File: src/rtl/core/mpbs_pkg.sv
`default_nettype none

package mpbs_pkg;

	localparam int N_PATTERNS = 9;
	localparam int ROM_LEN    = 32;
	localparam int DUR_W      = 5;
	localparam int TICK_W     = 11;
	localparam int STEP_W     = 5;
	localparam int ID_W       = 4;
	localparam int LIM_W      = 8;

	localparam logic [DUR_W-1:0] DIT   = 5'd5;
	localparam logic [DUR_W-1:0] DAH   = 5'd15;
	localparam logic [DUR_W-1:0] P     = 5'd5;
	localparam logic [DUR_W-1:0] P_L   = 5'd25;
	localparam logic [DUR_W-1:0] START = 5'd1;
	localparam logic [DUR_W-1:0] DUR_END = 5'd0;
	localparam logic [LIM_W-1:0] NO_INT  = 8'd255;

	localparam logic [DUR_W-1:0] ROM_SEQ [N_PATTERNS][ROM_LEN] = '{
		'{0: START, 1: DIT, 2: P, 3: DAH, 4: P, 5: DIT, 6: P_L, 7: DAH, 8: P_L, 9: DAH,
		  10: P, 11: DIT, 12: P, 13: DAH, 14: P, 15: DIT, 16: P, default: DUR_END},
		'{0: START, 1: DAH, 2: P, 3: DIT, 4: P, 5: DAH, 6: P_L, 7: DIT, 8: P_L, 9: DAH,
		  10: P, 11: DIT, 12: P, 13: DAH, 14: P, 15: DAH, 16: P, default: DUR_END},
		'{0: START, 1: DIT, 2: P, 3: DAH, 4: P, default: DUR_END},
		'{0: START, 1: DIT, 2: P, 3: DIT, 4: P, 5: DAH, 6: P, 7: DIT, 8: P,
		  default: DUR_END},
		'{0: START, 1: DAH, 2: P, 3: DAH, 4: P, 5: DAH, 6: P_L, 7: DAH, 8: P, 9: DIT,
		  10: P, 11: DAH, 12: P, default: DUR_END},
		'{0: START, 1: DAH, 2: P, 3: DIT, 4: P, 5: DIT, 6: P, 7: DIT, 8: P_L, 9: DAH,
		  10: P, default: DUR_END},
		'{0: START, 1: DIT, 2: P, 3: DAH, 4: P, 5: DAH, 6: P_L, 7: DIT, 8: P, 9: DIT,
		  10: P, 11: DAH, 12: P, 13: DIT, 14: P, default: DUR_END},
		'{0: START, 1: DIT, 2: P, default: DUR_END},
		'{0: START, 1: DAH, 2: P, default: DUR_END}
	};

	localparam logic [LIM_W-1:0] ROM_INT [N_PATTERNS] = '{
		NO_INT, NO_INT, 8'd2, NO_INT, NO_INT, NO_INT, NO_INT, NO_INT, NO_INT
	};

	typedef struct packed {
		logic            req_type;
		logic [ID_W-1:0] melody_id;
	} req_t;

	typedef struct packed {
		logic buzzer_level;
		logic busy_res;
		logic dropped;
	} rsp_t;

	typedef struct packed {
		logic              playing;
		logic [ID_W-1:0]   cur_pat;
		logic [STEP_W-1:0] step_idx;
		logic              next_level;
		logic              out_level;
		logic [TICK_W-1:0] ticks;
	} seq_state_t;

	typedef struct packed {
		logic            push;
		logic            pop;
		logic [ID_W-1:0] push_id;
	} q_cmd_t;

	typedef struct packed {
		logic            empty;
		logic            full;
		logic [ID_W-1:0] head_id;
	} q_status_t;

	// Duration at one step of a pattern; unknown patterns read as end.
	function automatic logic [DUR_W-1:0] rom_dur(input logic [ID_W-1:0] pat,
			input logic [STEP_W-1:0] idx);
		logic [DUR_W-1:0] d;
		d = DUR_END;
		if (pat < ID_W'(N_PATTERNS))
			d = ROM_SEQ[pat][idx];
		return d;
	endfunction

	function automatic logic [LIM_W-1:0] rom_lim(input logic [ID_W-1:0] pat);
		logic [LIM_W-1:0] l;
		l = NO_INT;
		if (pat < ID_W'(N_PATTERNS))
			l = ROM_INT[pat];
		return l;
	endfunction

endpackage

`default_nettype wire

File: src/rtl/core/morse_pattern_buzzer_sequencer_unit.sv
// Buzzer pattern sequencer: each request word is either a 1 ms tick or a play
// request for one of nine fixed Morse-style patterns, and every word yields one
// response word with the buzzer level, a busy flag and a dropped flag. Words
// are taken one per clock while req_stall is low; a word passes through one
// input register and one result register, and the whole state
// update for a word sits in the single-pass next-state logic between them.
// Requests made while a pattern plays wait in a FIFO of QUEUE_DEPTH entries
// and are dropped (flagged) when it is full. Each duration counts down
// duration << TIME_SHIFT ticks. The response register decouples the sides:
// a new word is taken while a finished response still waits downstream.

`default_nettype none

module morse_pattern_buzzer_sequencer_unit
	import mpbs_pkg::*;
#(
	parameter int QUEUE_DEPTH = 4,
	parameter int TIME_SHIFT  = 3
) (
	input  wire logic clk,
	input  wire logic arst_n,
	input  wire logic req_valid,
	output      logic req_stall,
	input  wire req_t req,
	output      logic rsp_valid,
	input  wire logic rsp_stall,
	output      rsp_t rsp
);

	req_t       req_s1;
	logic       vld_s1;
	rsp_t       rsp_q;
	logic       rsp_valid_q;
	seq_state_t st_q;
	seq_state_t st_nxt;
	rsp_t       rsp_nxt;
	q_cmd_t     q_cmd;
	q_status_t  q_status;
	logic       adv;
	logic       fire;

	// Advance the input stage whenever the result register is free or draining.
	assign adv       = !rsp_valid_q || !rsp_stall;
	assign fire      = vld_s1 && adv;
	assign req_stall = vld_s1 && !adv;

	// Input register: hold the word until the result stage takes it.
	always_ff @(posedge clk or negedge arst_n) begin
		if (!arst_n) begin
			vld_s1 <= 1'b0;
		end else if (req_valid && !req_stall) begin
			vld_s1 <= 1'b1;
		end else if (adv) begin
			vld_s1 <= 1'b0;
		end
	end

	always_ff @(posedge clk) begin
		if (req_valid && !req_stall)
			req_s1 <= req;
	end

	// Next-state logic for one word; commits only on fire.
	mpbs_ctrl #(
		.TIME_SHIFT(TIME_SHIFT)
	) u_ctrl (
		.go      (fire),
		.req     (req_s1),
		.st      (st_q),
		.q_status(q_status),
		.st_nxt  (st_nxt),
		.q_cmd   (q_cmd),
		.rsp     (rsp_nxt)
	);

	// Pending play requests, oldest first.
	mpbs_queue #(
		.QUEUE_DEPTH(QUEUE_DEPTH)
	) u_queue (
		.clk   (clk),
		.arst_n(arst_n),
		.cmd   (q_cmd),
		.status(q_status)
	);

	always_ff @(posedge clk or negedge arst_n) begin
		if (!arst_n) begin
			st_q <= '0;
		end else begin
			st_q <= st_nxt;
		end
	end

	// Result register: drop the valid once taken, load a new word on fire.
	always_ff @(posedge clk or negedge arst_n) begin
		if (!arst_n) begin
			rsp_valid_q <= 1'b0;
		end else if (adv) begin
			rsp_valid_q <= fire;
		end
	end

	always_ff @(posedge clk) begin
		if (fire)
			rsp_q <= rsp_nxt;
	end

	assign rsp_valid = rsp_valid_q;
	assign rsp       = rsp_q;

endmodule

`default_nettype wire

File: src/rtl/core/mpbs_queue.sv
`default_nettype none

module mpbs_queue
	import mpbs_pkg::*;
#(
	parameter int QUEUE_DEPTH = 4
) (
	input  wire logic      clk,
	input  wire logic      arst_n,
	input  wire q_cmd_t    cmd,
	output      q_status_t status
);

	localparam int IW = (QUEUE_DEPTH > 1) ? $clog2(QUEUE_DEPTH) : 1;
	localparam int CW = $clog2(QUEUE_DEPTH + 1);
	localparam int SW = CW + 1;
	localparam logic [IW-1:0] LAST = IW'(QUEUE_DEPTH - 1);
	localparam logic [SW-1:0] DEPTH_S = SW'(QUEUE_DEPTH);

	logic [ID_W-1:0] entry_q [QUEUE_DEPTH];
	logic [IW-1:0]   head_q;
	logic [CW-1:0]   count_q;
	logic [SW-1:0]   tail_sum;
	logic [IW-1:0]   tail;

	// Tail wraps at most once since head and count stay within the depth.
	always_comb begin
		tail_sum = SW'(head_q) + SW'(count_q);
		if (tail_sum >= DEPTH_S)
			tail_sum = tail_sum - DEPTH_S;
		tail = tail_sum[IW-1:0];
	end

	always_ff @(posedge clk) begin
		if (cmd.push)
			entry_q[tail] <= cmd.push_id;
	end

	always_ff @(posedge clk or negedge arst_n) begin
		if (!arst_n) begin
			head_q  <= '0;
			count_q <= '0;
		end else begin
			if (cmd.pop)
				head_q <= (head_q == LAST) ? '0 : head_q + 1'b1;
			case ({cmd.push, cmd.pop})
				2'b10:   count_q <= count_q + 1'b1;
				2'b01:   count_q <= count_q - 1'b1;
				default: count_q <= count_q;
			endcase
		end
	end

	assign status.empty   = (count_q == '0);
	assign status.full    = (count_q == CW'(QUEUE_DEPTH));
	assign status.head_id = entry_q[head_q];

endmodule

`default_nettype wire

File: src/rtl/core/mpbs_ctrl.sv
`default_nettype none

module mpbs_ctrl
	import mpbs_pkg::*;
#(
	parameter int TIME_SHIFT = 3
) (
	input  wire logic       go,
	input  wire req_t       req,
	input  wire seq_state_t st,
	input  wire q_status_t  q_status,
	output      seq_state_t st_nxt,
	output      q_cmd_t     q_cmd,
	output      rsp_t       rsp
);

	seq_state_t        base;
	logic              do_step;
	logic              drop;
	logic              take_pop;
	logic [DUR_W-1:0]  dur0;
	logic [DUR_W-1:0]  dur;
	logic [TICK_W-1:0] tdec;

	always_comb begin
		base     = st;
		do_step  = 1'b0;
		drop     = 1'b0;
		take_pop = 1'b0;
		dur      = DUR_END;
		tdec     = (st.ticks == '0) ? '0 : st.ticks - 1'b1;
		st_nxt   = st;
		q_cmd    = '0;

		if (req.req_type) begin
			if (req.melody_id < ID_W'(N_PATTERNS)) begin
				if (st.playing) begin
					if (q_status.full)
						drop = 1'b1;
					else
						q_cmd.push = 1'b1;
					q_cmd.push_id = req.melody_id;
				end else begin
					base.playing    = 1'b1;
					base.cur_pat    = req.melody_id;
					base.step_idx   = '0;
					base.next_level = 1'b0;
					do_step         = 1'b1;
				end
			end
		end else if (st.playing) begin
			if (tdec == '0)
				do_step = 1'b1;
			else
				st_nxt.ticks = tdec;
		end

		// One step: pre-empt or finish into the queued head, else play on or stop at the end.
		dur0 = rom_dur(base.cur_pat, base.step_idx);
		dur  = dur0;
		if (do_step) begin
			take_pop = !q_status.empty &&
				(({3'b000, base.step_idx} >= rom_lim(base.cur_pat)) || (dur0 == DUR_END));
			if (take_pop) begin
				base.cur_pat    = q_status.head_id;
				base.step_idx   = '0;
				base.next_level = 1'b0;
				dur             = rom_dur(q_status.head_id, '0);
			end
			st_nxt = base;
			if (dur == DUR_END) begin
				st_nxt.playing = 1'b0;
				st_nxt.ticks   = '0;
			end else begin
				st_nxt.out_level  = base.next_level;
				st_nxt.next_level = ~base.next_level;
				st_nxt.step_idx   = base.step_idx + 1'b1;
				st_nxt.ticks      = TICK_W'({{(TICK_W - DUR_W){1'b0}}, dur} << TIME_SHIFT);
			end
		end

		q_cmd.pop = take_pop;
		if (!go) begin
			st_nxt = st;
			q_cmd  = '0;
		end
	end

	assign rsp.buzzer_level = st_nxt.out_level;
	assign rsp.busy_res     = st_nxt.playing;
	assign rsp.dropped      = drop;

endmodule

`default_nettype wire

File: config.mk
export PLATFORM = sky130hd
export DESIGN_NAME = morse_pattern_buzzer_sequencer_unit
export DESIGN_NICKNAME = d
export VERILOG_FILES = /design/src/rtl/core/mpbs_pkg.sv /design/src/rtl/core/morse_pattern_buzzer_sequencer_unit.sv /design/src/rtl/core/mpbs_queue.sv /design/src/rtl/core/mpbs_ctrl.sv
export SDC_FILE = /design/constraint.sdc
export NUM_CORES = 1
export LEC_CHECK = 0
export BUFFER_PORTS_ARGS = -buffer_cell sky130_fd_sc_hd__buf_2
export CAP_MARGIN = 20
export CORE_ASPECT_RATIO = 0.8
export CORE_MARGIN = 8
export CORE_UTILIZATION = 40
export CTS_BUF_LIST = sky130_fd_sc_hd__clkbuf_4
export CTS_CLUSTER_DIAMETER = 100
export DETAILED_ROUTE_END_ITERATION = 10
export GPL_TIMING_DRIVEN = 0
export HOLD_SLACK_MARGIN = 0.05
export SKIP_CTS_REPAIR_TIMING = 1
export SLEW_MARGIN = 20
export SYNTH_ARGS = -nofsm -noshare
export SYNTH_HDL_FRONTEND = slang
export SYNTH_SLANG_ARGS = --single-unit
File: constraint.sdc
create_clock -name clk -period 5.1 [get_ports clk]
set_input_delay 1.53 -clock clk [delete_from_list [all_inputs] [get_ports clk]]
set_output_delay 1.53 -clock clk [all_outputs]
set_load 0.03 [all_outputs]
==> results of run 1 <==
==> layout make-up <==
class | count | area (um^2)
flip-flops and latches | 54 | 1471
multi-input cells | 288 | 1998
inverters | 22 | 82.58
well taps | 115 | 143.9
repair buffers | 13 | 65.06
fillers | 865 | 5021
clock inverters | 3 | 42.54
plain buffers | 19 | 97.59
clock buffers | 5 | 37.54
==> flip-flops by register name, summed over array words and instances (netlist names) <==
register,cells
req_s1,5
u_queue.head_q,2
st_q,23
rsp,3
u_queue.count_q,3
u_queue.entry_q,16
vld_s1,1
rsp_valid,1
==> layer usage <==
metal / track usage, % / vias to the layer above / part of all wire (%) / wire length, um
met5: 0 / - / 0 / 0
met4: 3.551 / 0 / 0.90 / 82
met3: 3.398 / 8 / 6.9 / 631
met2: 22.70 / 106 / 44 / 3989
met1: 22.48 / 1478 / 49 / 4432
li1: - / 1485 / - / -
==> worst max-delay path by stage <==
stage / end / cells after the start / from / slack, ns
after detailed placement: u_queue.count_q[2]$_DFFE_PN0P_ / 18 / req_s1[3]$_DFFE_PP_ / 0.65
after global placement: u_queue.count_q[2]$_DFFE_PN0P_ / 18 / req_s1[3]$_DFFE_PP_ / 0.74
final: u_queue.count_q[2]$_DFFE_PN0P_ / 18 / req_s1[3]$_DFFE_PP_ / 0.54
after floorplan: u_queue.count_q[2]$_DFFE_PN0P_ / 17 / req_s1[2]$_DFFE_PP_ / 1.23
after CTS: u_queue.count_q[2]$_DFFE_PN0P_ / 18 / req_s1[3]$_DFFE_PP_ / 0.60
after global routing: u_queue.count_q[2]$_DFFE_PN0P_ / 18 / req_s1[0]$_DFFE_PP_ / 0.20
==> metrics by stage <==
stage | hold slack, ns | std cells | util [%] | power [mW]
2_1_floorplan | 0.4482 | 383 | - | 1.471
3_3_place_gp | 0.4666 | 511 | 43.07 | 1.712
3_5_place_dp | 0.4824 | 511 | 43.07 | 1.727
4_1_cts | 0.5219 | 519 | 43.96 | 1.973
5_1_grt | 0.5421 | 519 | 43.96 | 2.141
6_report | 0.5189 | 519 | 43.96 | 1.979
==> Yosys cell counts, types with 3 or more instances <==
cell type / count / area [um^2]
sky130_fd_sc_hd__o21ai_0: 22 / 110.1
sky130_fd_sc_hd__nand2b_1: 10 / 62.56
sky130_fd_sc_hd__nor2b_1: 3 / 18.77
sky130_fd_sc_hd__a221o_1: 3 / 30.03
sky130_fd_sc_hd__or3_1: 8 / 50.05
sky130_fd_sc_hd__nor2_1: 34 / 127.6
sky130_fd_sc_hd__nand2_1: 34 / 127.6
sky130_fd_sc_hd__o31a_1: 4 / 35.03
sky130_fd_sc_hd__o311ai_0: 6 / 52.55
sky130_fd_sc_hd__o31ai_1: 8 / 60.06
sky130_fd_sc_hd__and3_1: 3 / 18.77
sky130_fd_sc_hd__a31oi_1: 6 / 37.54
sky130_fd_sc_hd__clkbuf_1: 12 / 45.04
sky130_fd_sc_hd__buf_2: 3 / 15.01
sky130_fd_sc_hd__buf_6: 3 / 33.78
sky130_fd_sc_hd__and2_1: 5 / 31.28
sky130_fd_sc_hd__nor3b_1: 3 / 22.52
sky130_fd_sc_hd__inv_1: 21 / 78.83
sky130_fd_sc_hd__dfrtp_1: 30 / 750.7
sky130_fd_sc_hd__o21ai_1: 4 / 20.02
sky130_fd_sc_hd__mux2i_1: 5 / 50.05
sky130_fd_sc_hd__a21oi_1: 17 / 85.08
sky130_fd_sc_hd__ha_1: 9 / 112.6
sky130_fd_sc_hd__mux4_2: 4 / 90.09
sky130_fd_sc_hd__edfxtp_1: 24 / 720.7
sky130_fd_sc_hd__nand3_1: 6 / 30.03
sky130_fd_sc_hd__nor3_1: 17 / 85.08
sky130_fd_sc_hd__xnor2_1: 5 / 43.79
==> cells by family (layout without fill, tap and decap cells) <==
logic type | count (synthesis) | count (layout) | synth area share, %
flip-flops | 54 | 54 | 40.32
XOR/XNOR | 7 | 7 | 1.680
multiplexers | 14 | 14 | 5.485
buffers and inverters | 41 | 62 | 4.936
AND/OR/NAND/NOR | 143 | 143 | 20.40
adder cells (fa/ha/maj) | 10 | 10 | 3.634
AO/OA/AOI/OAI | 114 | 114 | 23.55
==> power by group through the flow <==
stage,Combinational [mW],Clock [mW],Sequential [mW]
floorplan,0.834,0,0.637
global placement,1.05,0,0.658
detailed placement,1.06,0,0.664
CTS,1.07,0.250,0.654
global route,1.20,0.264,0.673
finish,1.08,0.240,0.657
==> results_tabular.tex, run 1 <==
\begin{tabular}{lr}
\hline
Metric & Value \\
\hline
\multicolumn{2}{l}{\textbf{Critical path}} \\
\quad CP Launch Type & flip-flop \\
\quad Maximum fanout encountered on the critical timing path & 10 \\
\quad Type of the worst setup path & flip-flop to flip-flop \\
\quad Crit path buffers/inverters & 2 \\
\quad Critical Path RT & 5.41 ns \\
\quad Critical path's slowest cell & sky130\_fd\_sc\_hd\_\_or3b\_1 \\
\quad FF-to-FF path depth & 18 \\
\quad Delay of the slowest critical-path stage & 0.45 ns \\
\quad Type of destination of the critical path & flip-flop \\
\quad Critical-path cell list & buf\_2 > or3b\_1 > a32oi\_2 > o21ai\_1 > ha\_1 > nand2b\_1 > o2111a\_1 > o21ai\_0 > a21o\_1 > a31oi\_1 > a21bo\_2 > nor2\_2 > ha\_1 > inv\_1 > fa\_1 > xor2\_1 > nor2\_1 > xor2\_1 \\
\quad Flop-to-flop setup slack & 0.54 ns \\
\quad Terminus of the critical flop-to-flop path & u\_queue.count\_q[2]\$\_DFFE\_PN0P\_ \\
\quad Top delay family on crit path & compound AO/OA/AOI/OAI gates \\
\quad Arrival time reported for the critical path endpoint & 4.87 ns \\
\quad Reg-to-reg critical path startpoint & req\_s1[3]\$\_DFFE\_PP\_ \\
\multicolumn{2}{l}{\textbf{Finish}} \\
\quad Most frequent cells in the layout & sky130\_fd\_sc\_hd\_\_nand2\_1, sky130\_fd\_sc\_hd\_\_nor2\_1, sky130\_fd\_sc\_hd\_\_dfrtp\_1 \\
\quad Growth of design area from synthesis to finish & 7.919\% \\
\quad Design area & 0.003939 mm\^{}2 \\
\quad Final layout net count & 422 \\
\quad Final antenna diode count & 0 \\
\quad Layout cells sized above 1 & 13.37\% \\
\multicolumn{2}{l}{\textbf{Clocking}} \\
\quad Number of buffers on the longest clock path & 2 \\
\quad Count of clock tree sinks & 54 \\
\quad TritonCTS clock tree & done \\
\quad Number of H-tree levels & 2 \\
\quad CTS root buf & sky130\_fd\_sc\_hd\_\_clkbuf\_4 \\
\quad Worst skew pair latency & 0.39 ns \\
\quad Clock buffer count from CTS & 5 \\
\quad Clock transition time at the flip-flop clock pins of the worst setup and hold paths & 0.15 ns \\
\multicolumn{2}{l}{\textbf{Timing}} \\
\quad Highest clock rate & 219.3 MHz \\
\quad Worst slew margin relative to its limit & 24.15\% \\
\quad Final period utilization & 89.42\% \\
\quad RSZ-0062 raised after global routing & no \\
\quad Transition time at the pin with the least slew margin & 1.124 ns \\
\quad Final setup violation count & 0 \\
\quad Fin Clk Skew & 0.02560 ns \\
\quad Max Slew Vio Count & 0 \\
\quad Setup slack after layout & 0.5396 ns \\
\quad Tmin final & 4.560 ns \\
\quad Final count of hold timing violations & 0 \\
\quad Final setup TNS & 0 ns \\
\multicolumn{2}{l}{\textbf{Power and ir drop}} \\
\quad Power share of the sequential group & 33.2\% \\
\quad Internal Dissipation & 1.078 mW \\
\quad Net switching component of the power & 0.9013 mW \\
\quad Peak VDD IR & 217.8 uV \\
\quad Sw Ratio & 45.54\% \\
\quad Comb power frac & 54.7\% \\
\quad Static Leakage & 1.488 nW \\
\quad Clock power share & 12.1\% \\
\quad Power density over the cells & 502.5 mW/mm\^{}2 \\
\multicolumn{2}{l}{\textbf{Die}} \\
\quad Placement row count & 31 \\
\quad Floorplan Core Area & 0.008960 mm\^{}2 \\
\quad Height of the die & 101.4 um \\
\quad Effective utilization at floorplan & 40.73\% \\
\quad Area of the die & 0.01246 mm\^{}2 \\
\quad Die Wd & 122.8 um \\
\quad Ports placed on the boundary & 14 \\
\multicolumn{2}{l}{\textbf{Place}} \\
\quad Placed inst area & 0.003859 mm\^{}2 \\
\quad DP Wirelength & 7000 um \\
\quad Post-Place Setup Slack & 0.6496 ns \\
\quad Routability Congestion & 0.9157 \\
\quad Count of input and output buffers & 13 \\
\multicolumn{2}{l}{\textbf{Global routing}} \\
\quad Global-route wire length before repair & 15,400 um \\
\quad Number of global-route vias before repair & 2,963 \\
\quad Global routing usage summed across all routing layers & 15.44\% \\
\quad Initial antenna violation count & 0 \\
\quad Total congestion overflow after global routing & 0 \\
\quad Maximum number of pins on one net before global-route repair & 31 \\
\multicolumn{2}{l}{\textbf{Worst hold path}} \\
\quad Source of the worst hold timing path & vld\_s1\$\_DFFE\_PN0P\_ \\
\quad Tightest Hold Check Type & flip-flop to flip-flop \\
\quad Worst hold path cell count & 1 \\
\quad Worst Hold End & rsp\_valid\$\_DFFE\_PN0N\_ \\
\multicolumn{2}{l}{\textbf{Logic synthesis}} \\
\quad Number of warning messages in the yosys log & 0 \\
\quad EDFF count, synth & 24 \\
\quad Synth Net Count & 402 \\
\quad Flip-flop and latch count after synthesis & 54 \\
\quad Synthesized area divided by synthesized cell count & 9.529 um\^{}2 \\
\quad Synthesized netlist cell count & 383 \\
\quad Netlist area before placement & 0.003650 mm\^{}2 \\
\quad Sequential element share of the synthesized area & 40.32\% \\
\quad Most used flip-flop cell after synthesis & sky130\_fd\_sc\_hd\_\_dfrtp\_1 \\
\quad Library cells used by synthesis & 80 \\
\quad Fraction of synthesis flops using an asynchronous set or reset pin & 55.56\% \\
\multicolumn{2}{l}{\textbf{Drt}} \\
\quad Total via count in the routed design & 3,077 \\
\quad Drt wl/cell & 17.60 um \\
\quad Number of detailed-routing iterations run before antenna repair & 5 \\
\quad Final routed DRC violation total & 0 \\
\quad Total wirelength of the detailed-routed design & 9136 um \\
\quad DRC marker count from the first detailed-route iteration & 275 \\
\quad Post-detailed-route count of antenna-violating nets & 0 \\
\quad Via-per-instance ratio & 5.929 \\
\multicolumn{2}{l}{\textbf{Run status}} \\
\quad Status & finished clean \\
\multicolumn{2}{l}{\textbf{Run}} \\
\quad Max-cap violations & 0 \\
\hline
\end{tabular}
No activity file was read; power rests on OpenSTA's default activity.
==> run 2: changes to the inputs <==
--- a/config.mk
+++ b/config.mk
@@ -19,4 +19,5 @@
 export SLEW_MARGIN = 20
 export SYNTH_ARGS = -nofsm -noshare
 export SYNTH_HDL_FRONTEND = slang
+export SYNTH_HIERARCHICAL = 1
 export SYNTH_SLANG_ARGS = --single-unit
==> results_tabular.tex, run 2 <==
\begin{tabular}{lr}
\hline
Metric & Value \\
\hline
\multicolumn{2}{l}{\textbf{Logic synthesis}} \\
\quad Top-count cell post-synth & sky130\_fd\_sc\_hd\_\_nor2\_1 \\
\quad Library cell occupying the most area in the post-synthesis netlist & sky130\_fd\_sc\_hd\_\_dfrtp\_1 \\
\quad Post-synth top area share & 19.10\% (-1.5 points) \\
\quad Sequential element share of the synthesized area & 37.44\% (-2.9 points) \\
\quad EDFF count, synth & 24 (unchanged) \\
\quad Cell types with the highest counts after synthesis & sky130\_fd\_sc\_hd\_\_nor2\_1, sky130\_fd\_sc\_hd\_\_nand2\_1, sky130\_fd\_sc\_hd\_\_dfrtp\_1 \\
\quad Synthesized area divided by synthesized cell count & 9.539 um\^{}2 (about the same) \\
\quad Flip-flop and latch count after synthesis & 54 (unchanged) \\
\quad Library cells used by synthesis & 88 (+10\%) \\
\quad Synthesized netlist cell count & 412 (+7.6\%) \\
\quad Top cells by area in the synthesized netlist & sky130\_fd\_sc\_hd\_\_dfrtp\_1, sky130\_fd\_sc\_hd\_\_edfxtp\_1, sky130\_fd\_sc\_hd\_\_o21ai\_0, sky130\_fd\_sc\_hd\_\_nor2\_1, sky130\_fd\_sc\_hd\_\_nand2\_1 \\
\quad Fraction of synthesis flops using an asynchronous set or reset pin & 55.56\% (unchanged) \\
\quad Synth Net Count & 431 (+7.2\%) \\
\quad Number of warning messages in the yosys log & 6 (+6) \\
\quad Netlist area before placement & 0.003930 mm\^{}2 (+7.7\%) \\
\quad Most used flip-flop cell after synthesis & sky130\_fd\_sc\_hd\_\_dfrtp\_1 \\
\multicolumn{2}{l}{\textbf{Drt}} \\
\quad DRC marker count from the first detailed-route iteration & 317 (+15\%) \\
\quad Post-detailed-route count of antenna-violating nets & 0 (unchanged) \\
\quad Final routed DRC violation total & 0 (unchanged) \\
\quad Number of detailed-routing iterations run before antenna repair & 5 (unchanged) \\
\quad Total wirelength of the detailed-routed design & 10,300 um (+13\%) \\
\quad Total via count in the routed design & 3,327 (+8.1\%) \\
\quad Via-per-instance ratio & 6.027 (+1.7\%) \\
\quad Drt wl/cell & 18.66 um (+6.0\%) \\
\multicolumn{2}{l}{\textbf{Finish}} \\
\quad Area used by multi-input combinational logic & 0.002203 mm\^{}2 (+10\%) \\
\quad Design area & 0.004210 mm\^{}2 (+6.9\%) \\
\quad Fillers & 926 (+7.1\%) \\
\quad Final antenna diode count & 0 (unchanged) \\
\quad Most frequent cells in the layout & sky130\_fd\_sc\_hd\_\_nor2\_1, sky130\_fd\_sc\_hd\_\_nand2\_1, sky130\_fd\_sc\_hd\_\_dfrtp\_1 \\
\quad Biggest registers after layout & st\_q: 23 flops, u\_queue/entry\_q: 16 flops, req\_s1: 5 flops \\
\quad Area occupied by registers & 0.001471 mm\^{}2 (unchanged) \\
\quad Final layout net count & 451 (+6.9\%) \\
\quad Number of non-filler instances in the completed layout & 552 (+6.4\%) \\
\quad Growth of design area from synthesis to finish & 7.132\% \\
\quad Most common library cell in the layout ignoring fill and taps & sky130\_fd\_sc\_hd\_\_nor2\_1 \\
\quad Layout cells sized above 1 & 17.78\% (+4.4 points) \\
\quad Max FFs per register & 23 (unchanged) \\
\quad Top reg by flops & st\_q \\
\multicolumn{2}{l}{\textbf{Place}} \\
\quad Placed instance count & 544 (+6.5\%) \\
\quad Post-Place Setup Slack & 0.2708 ns (-0.3787 ns) \\
\quad Count of input and output buffers & 13 (unchanged) \\
\quad DP Wirelength & 7774 um (+11\%) \\
\quad Routability Congestion & 0.9348 (+2.1\%) \\
\quad Placed inst area & 0.004144 mm\^{}2 (+7.4\%) \\
\multicolumn{2}{l}{\textbf{Critical path}} \\
\quad Most common cell on crit path & sky130\_fd\_sc\_hd\_\_nor2\_1 \\
\quad Flop-to-flop setup slack & 0.44 ns (-0.10 ns) \\
\quad Top delay family on crit path & simple AND/OR/NAND/NOR gates \\
\quad CP Launch Type & flip-flop \\
\quad Type of the worst setup path & flip-flop to flip-flop \\
\quad Type of destination of the critical path & flip-flop \\
\quad Crit path buffers/inverters & 4 (+2) \\
\quad Maximum fanout encountered on the critical timing path & 9 (-1) \\
\quad Critical Path RT & 5.42 ns (about the same) \\
\quad Delay of the slowest critical-path stage & 0.47 ns (+0.02 ns) \\
\quad Critical path's slowest cell & sky130\_fd\_sc\_hd\_\_dfrtp\_1 \\
\quad Critical-path cell list & or3b\_1 > clkbuf\_1 > a32oi\_1 > nand2\_1 > nor2\_1 > inv\_1 > ha\_1 > o21ai\_0 > nor2\_1 > o21ai\_0 > a21o\_1 > o21a\_1 > or2\_1 > buf\_6 > nor2\_1 > ha\_1 > inv\_1 > fa\_1 > xor2\_1 > nor2\_1 > xor2\_1 \\
\quad Arrival time reported for the critical path endpoint & 4.98 ns (+0.11 ns) \\
\multicolumn{2}{l}{\textbf{Global routing}} \\
\quad Total congestion overflow after global routing & 0 (unchanged) \\
\quad Global routing usage summed across all routing layers & 15.78\% (+0.34 points) \\
\quad Maximum number of pins on one net before global-route repair & 31 (unchanged) \\
\quad Number of global-route vias before repair & 3,243 (+9.4\%) \\
\quad Initial antenna violation count & 0 (unchanged) \\
\quad Global-route wire length before repair & 17,190 um (+12\%) \\
\multicolumn{2}{l}{\textbf{Timing}} \\
\quad Setup slack after layout & 0.4388 ns (-0.1007 ns) \\
\quad Transition time at the pin with the least slew margin & 0.8658 ns (-0.2578 ns) \\
\quad Final period utilization & 91.40\% (+2.0 points) \\
\quad Final count of hold timing violations & 0 (unchanged) \\
\quad Max Slew Vio Count & 0 (unchanged) \\
\quad Final setup violation count & 0 (unchanged) \\
\quad Final setup TNS & 0 ns (unchanged) \\
\quad Fin Clk Skew & 0.01839 ns (-0.007206 ns) \\
\quad RSZ-0062 raised after global routing & no \\
\quad Highest clock rate & 214.5 MHz (-2.2\%) \\
\quad Tmin final & 4.661 ns (+0.1007 ns) \\
\quad Worst slew margin relative to its limit & 41.77\% (+18 points) \\
\multicolumn{2}{l}{\textbf{Power and ir drop}} \\
\quad Peak VDD IR & 188.4 uV (-13\%) \\
\quad Total power after layout & 1.930 mW (-2.5\%) \\
\quad Static Leakage & 1.636 nW (+9.9\%) \\
\quad Power density over the cells & 458.4 mW/mm\^{}2 (-8.8\%) \\
\multicolumn{2}{l}{\textbf{Clocking}} \\
\quad CTS root buf & sky130\_fd\_sc\_hd\_\_clkbuf\_4 \\
\quad Clock buffer count from CTS & 5 (unchanged) \\
\quad Worst skew pair latency & 0.38 ns (about the same) \\
\quad TritonCTS clock tree & done \\
\quad Number of H-tree levels & 2 (unchanged) \\
\quad Count of clock tree sinks & 54 (unchanged) \\
\quad Clock transition time at the flip-flop clock pins of the worst setup and hold paths & 0.17 ns (+0.02 ns) \\
\quad Number of buffers on the longest clock path & 2 (unchanged) \\
\multicolumn{2}{l}{\textbf{Worst hold path}} \\
\quad Tightest Hold Check Type & flip-flop to flip-flop \\
\multicolumn{2}{l}{\textbf{Die}} \\
\quad Placement row count & 32 (+3.2\%) \\
\quad Effective utilization at floorplan & 40.90\% (+0.16 points) \\
\quad Die Wd & 126.8 um (+3.3\%) \\
\quad Area of the die & 0.01327 mm\^{}2 (+6.6\%) \\
\quad Height of the die & 104.7 um (+3.2\%) \\
\quad Floorplan Core Area & 0.009609 mm\^{}2 (+7.2\%) \\
\quad Ports placed on the boundary & 14 (unchanged) \\
\multicolumn{2}{l}{\textbf{Run status}} \\
\quad Status & finished clean \\
\multicolumn{2}{l}{\textbf{Run}} \\
\quad Max-cap violations & 0 (unchanged) \\
\hline
\end{tabular}
[run 2: logic make-up after synthesis]
kind of cell               after synthesis  share of synthesized area (%)
buffers and inverters                   50                          6.494
muxes                                   14                          4.935
AOI/OAI and AO/OA                      119                          23.75
adders and majority gates               10                          3.375
and+or+nand+nor                        155                          21.59
xor gates and xnor gates                10                          2.420
DFF                                     54                          37.44
[run 2: metal layers]
metal | track usage [%] | up-vias | wire (um)
li1 | - | 1564 | -
met2 | 23.96 | 138 | 4540
met5 | 0 | - | 0
met1 | 22.50 | 1610 | 4917
met4 | 4.237 | 0 | 122
met3 | 2.844 | 15 | 721
[run 2: final timing paths]
path | cells after the start | start | endpoint
min reg2reg | 1 | u_queue/count_q[2]$_DFFE_PN0P_ | u_queue/count_q[2]$_DFFE_PN0P_
max | 21 | st_q[22]$_DFF_PN0_ | u_queue/count_q[2]$_DFFE_PN0P_
min | 1 | u_queue/count_q[2]$_DFFE_PN0P_ | u_queue/count_q[2]$_DFFE_PN0P_
min in group asynchronous | 1 | arst_n | st_q[8]$_DFF_PN0_
max reg2reg | 21 | st_q[22]$_DFF_PN0_ | u_queue/count_q[2]$_DFFE_PN0P_
max in group asynchronous | 1 | arst_n | st_q[7]$_DFF_PN0_
[run 2: worst register-to-register path, stage by stage (launching register included)]
cell and delay, ns:
sky130_fd_sc_hd__dfrtp_1 0.47, sky130_fd_sc_hd__or3b_1 0.38, sky130_fd_sc_hd__clkbuf_1 0.19, sky130_fd_sc_hd__a32oi_1 0.44
sky130_fd_sc_hd__nand2_1 0.16, sky130_fd_sc_hd__nor2_1 0.27, sky130_fd_sc_hd__inv_1 0.10, sky130_fd_sc_hd__ha_1 0.28
sky130_fd_sc_hd__o21ai_0 0.08, sky130_fd_sc_hd__nor2_1 0.08, sky130_fd_sc_hd__o21ai_0 0.08, sky130_fd_sc_hd__a21o_1 0.21
sky130_fd_sc_hd__o21a_1 0.15, sky130_fd_sc_hd__or2_1 0.22, sky130_fd_sc_hd__buf_6 0.14, sky130_fd_sc_hd__nor2_1 0.24
sky130_fd_sc_hd__ha_1 0.24, sky130_fd_sc_hd__inv_1 0.06, sky130_fd_sc_hd__fa_1 0.38, sky130_fd_sc_hd__xor2_1 0.16
sky130_fd_sc_hd__nor2_1 0.12, sky130_fd_sc_hd__xor2_1 0.15
[run 2: power breakdown]
part / switching, mW / internal (mW) / leakage (nW) / total [mW]
Sequential: 0.0805 / 0.543 / 0.594 / 0.623
Combinational: 0.665 / 0.434 / 1.01 / 1.10
Clock: 0.148 / 0.0594 / 0.0373 / 0.207
Total: 0.894 / 1.04 / 1.64 / 1.93
[run 2: cell type report]
| cell class | instances | share of cell area (%) |
|---|---|---|
| Multi-Input combinational cell | 308 | 52.33 |
| Sequential cell | 54 | 34.95 |
| Buffer | 31 | 4.368 |
| Tap cell | 119 | 3.536 |
| Inverter | 19 | 1.694 |
| Timing Repair Buffer | 13 | 1.545 |
| Clock buffer | 5 | 0.8915 |
| Clock inverter | 3 | 0.6835 |
[run 2: through the flow]
step                utilization [%]  hold slack (ns)
global route                  43.82           0.5286
detailed placement            43.13           0.4831
floorplan                         -           0.4564
global placement              43.13           0.4866
CTS                           43.82           0.5081
finish                        43.82           0.5052
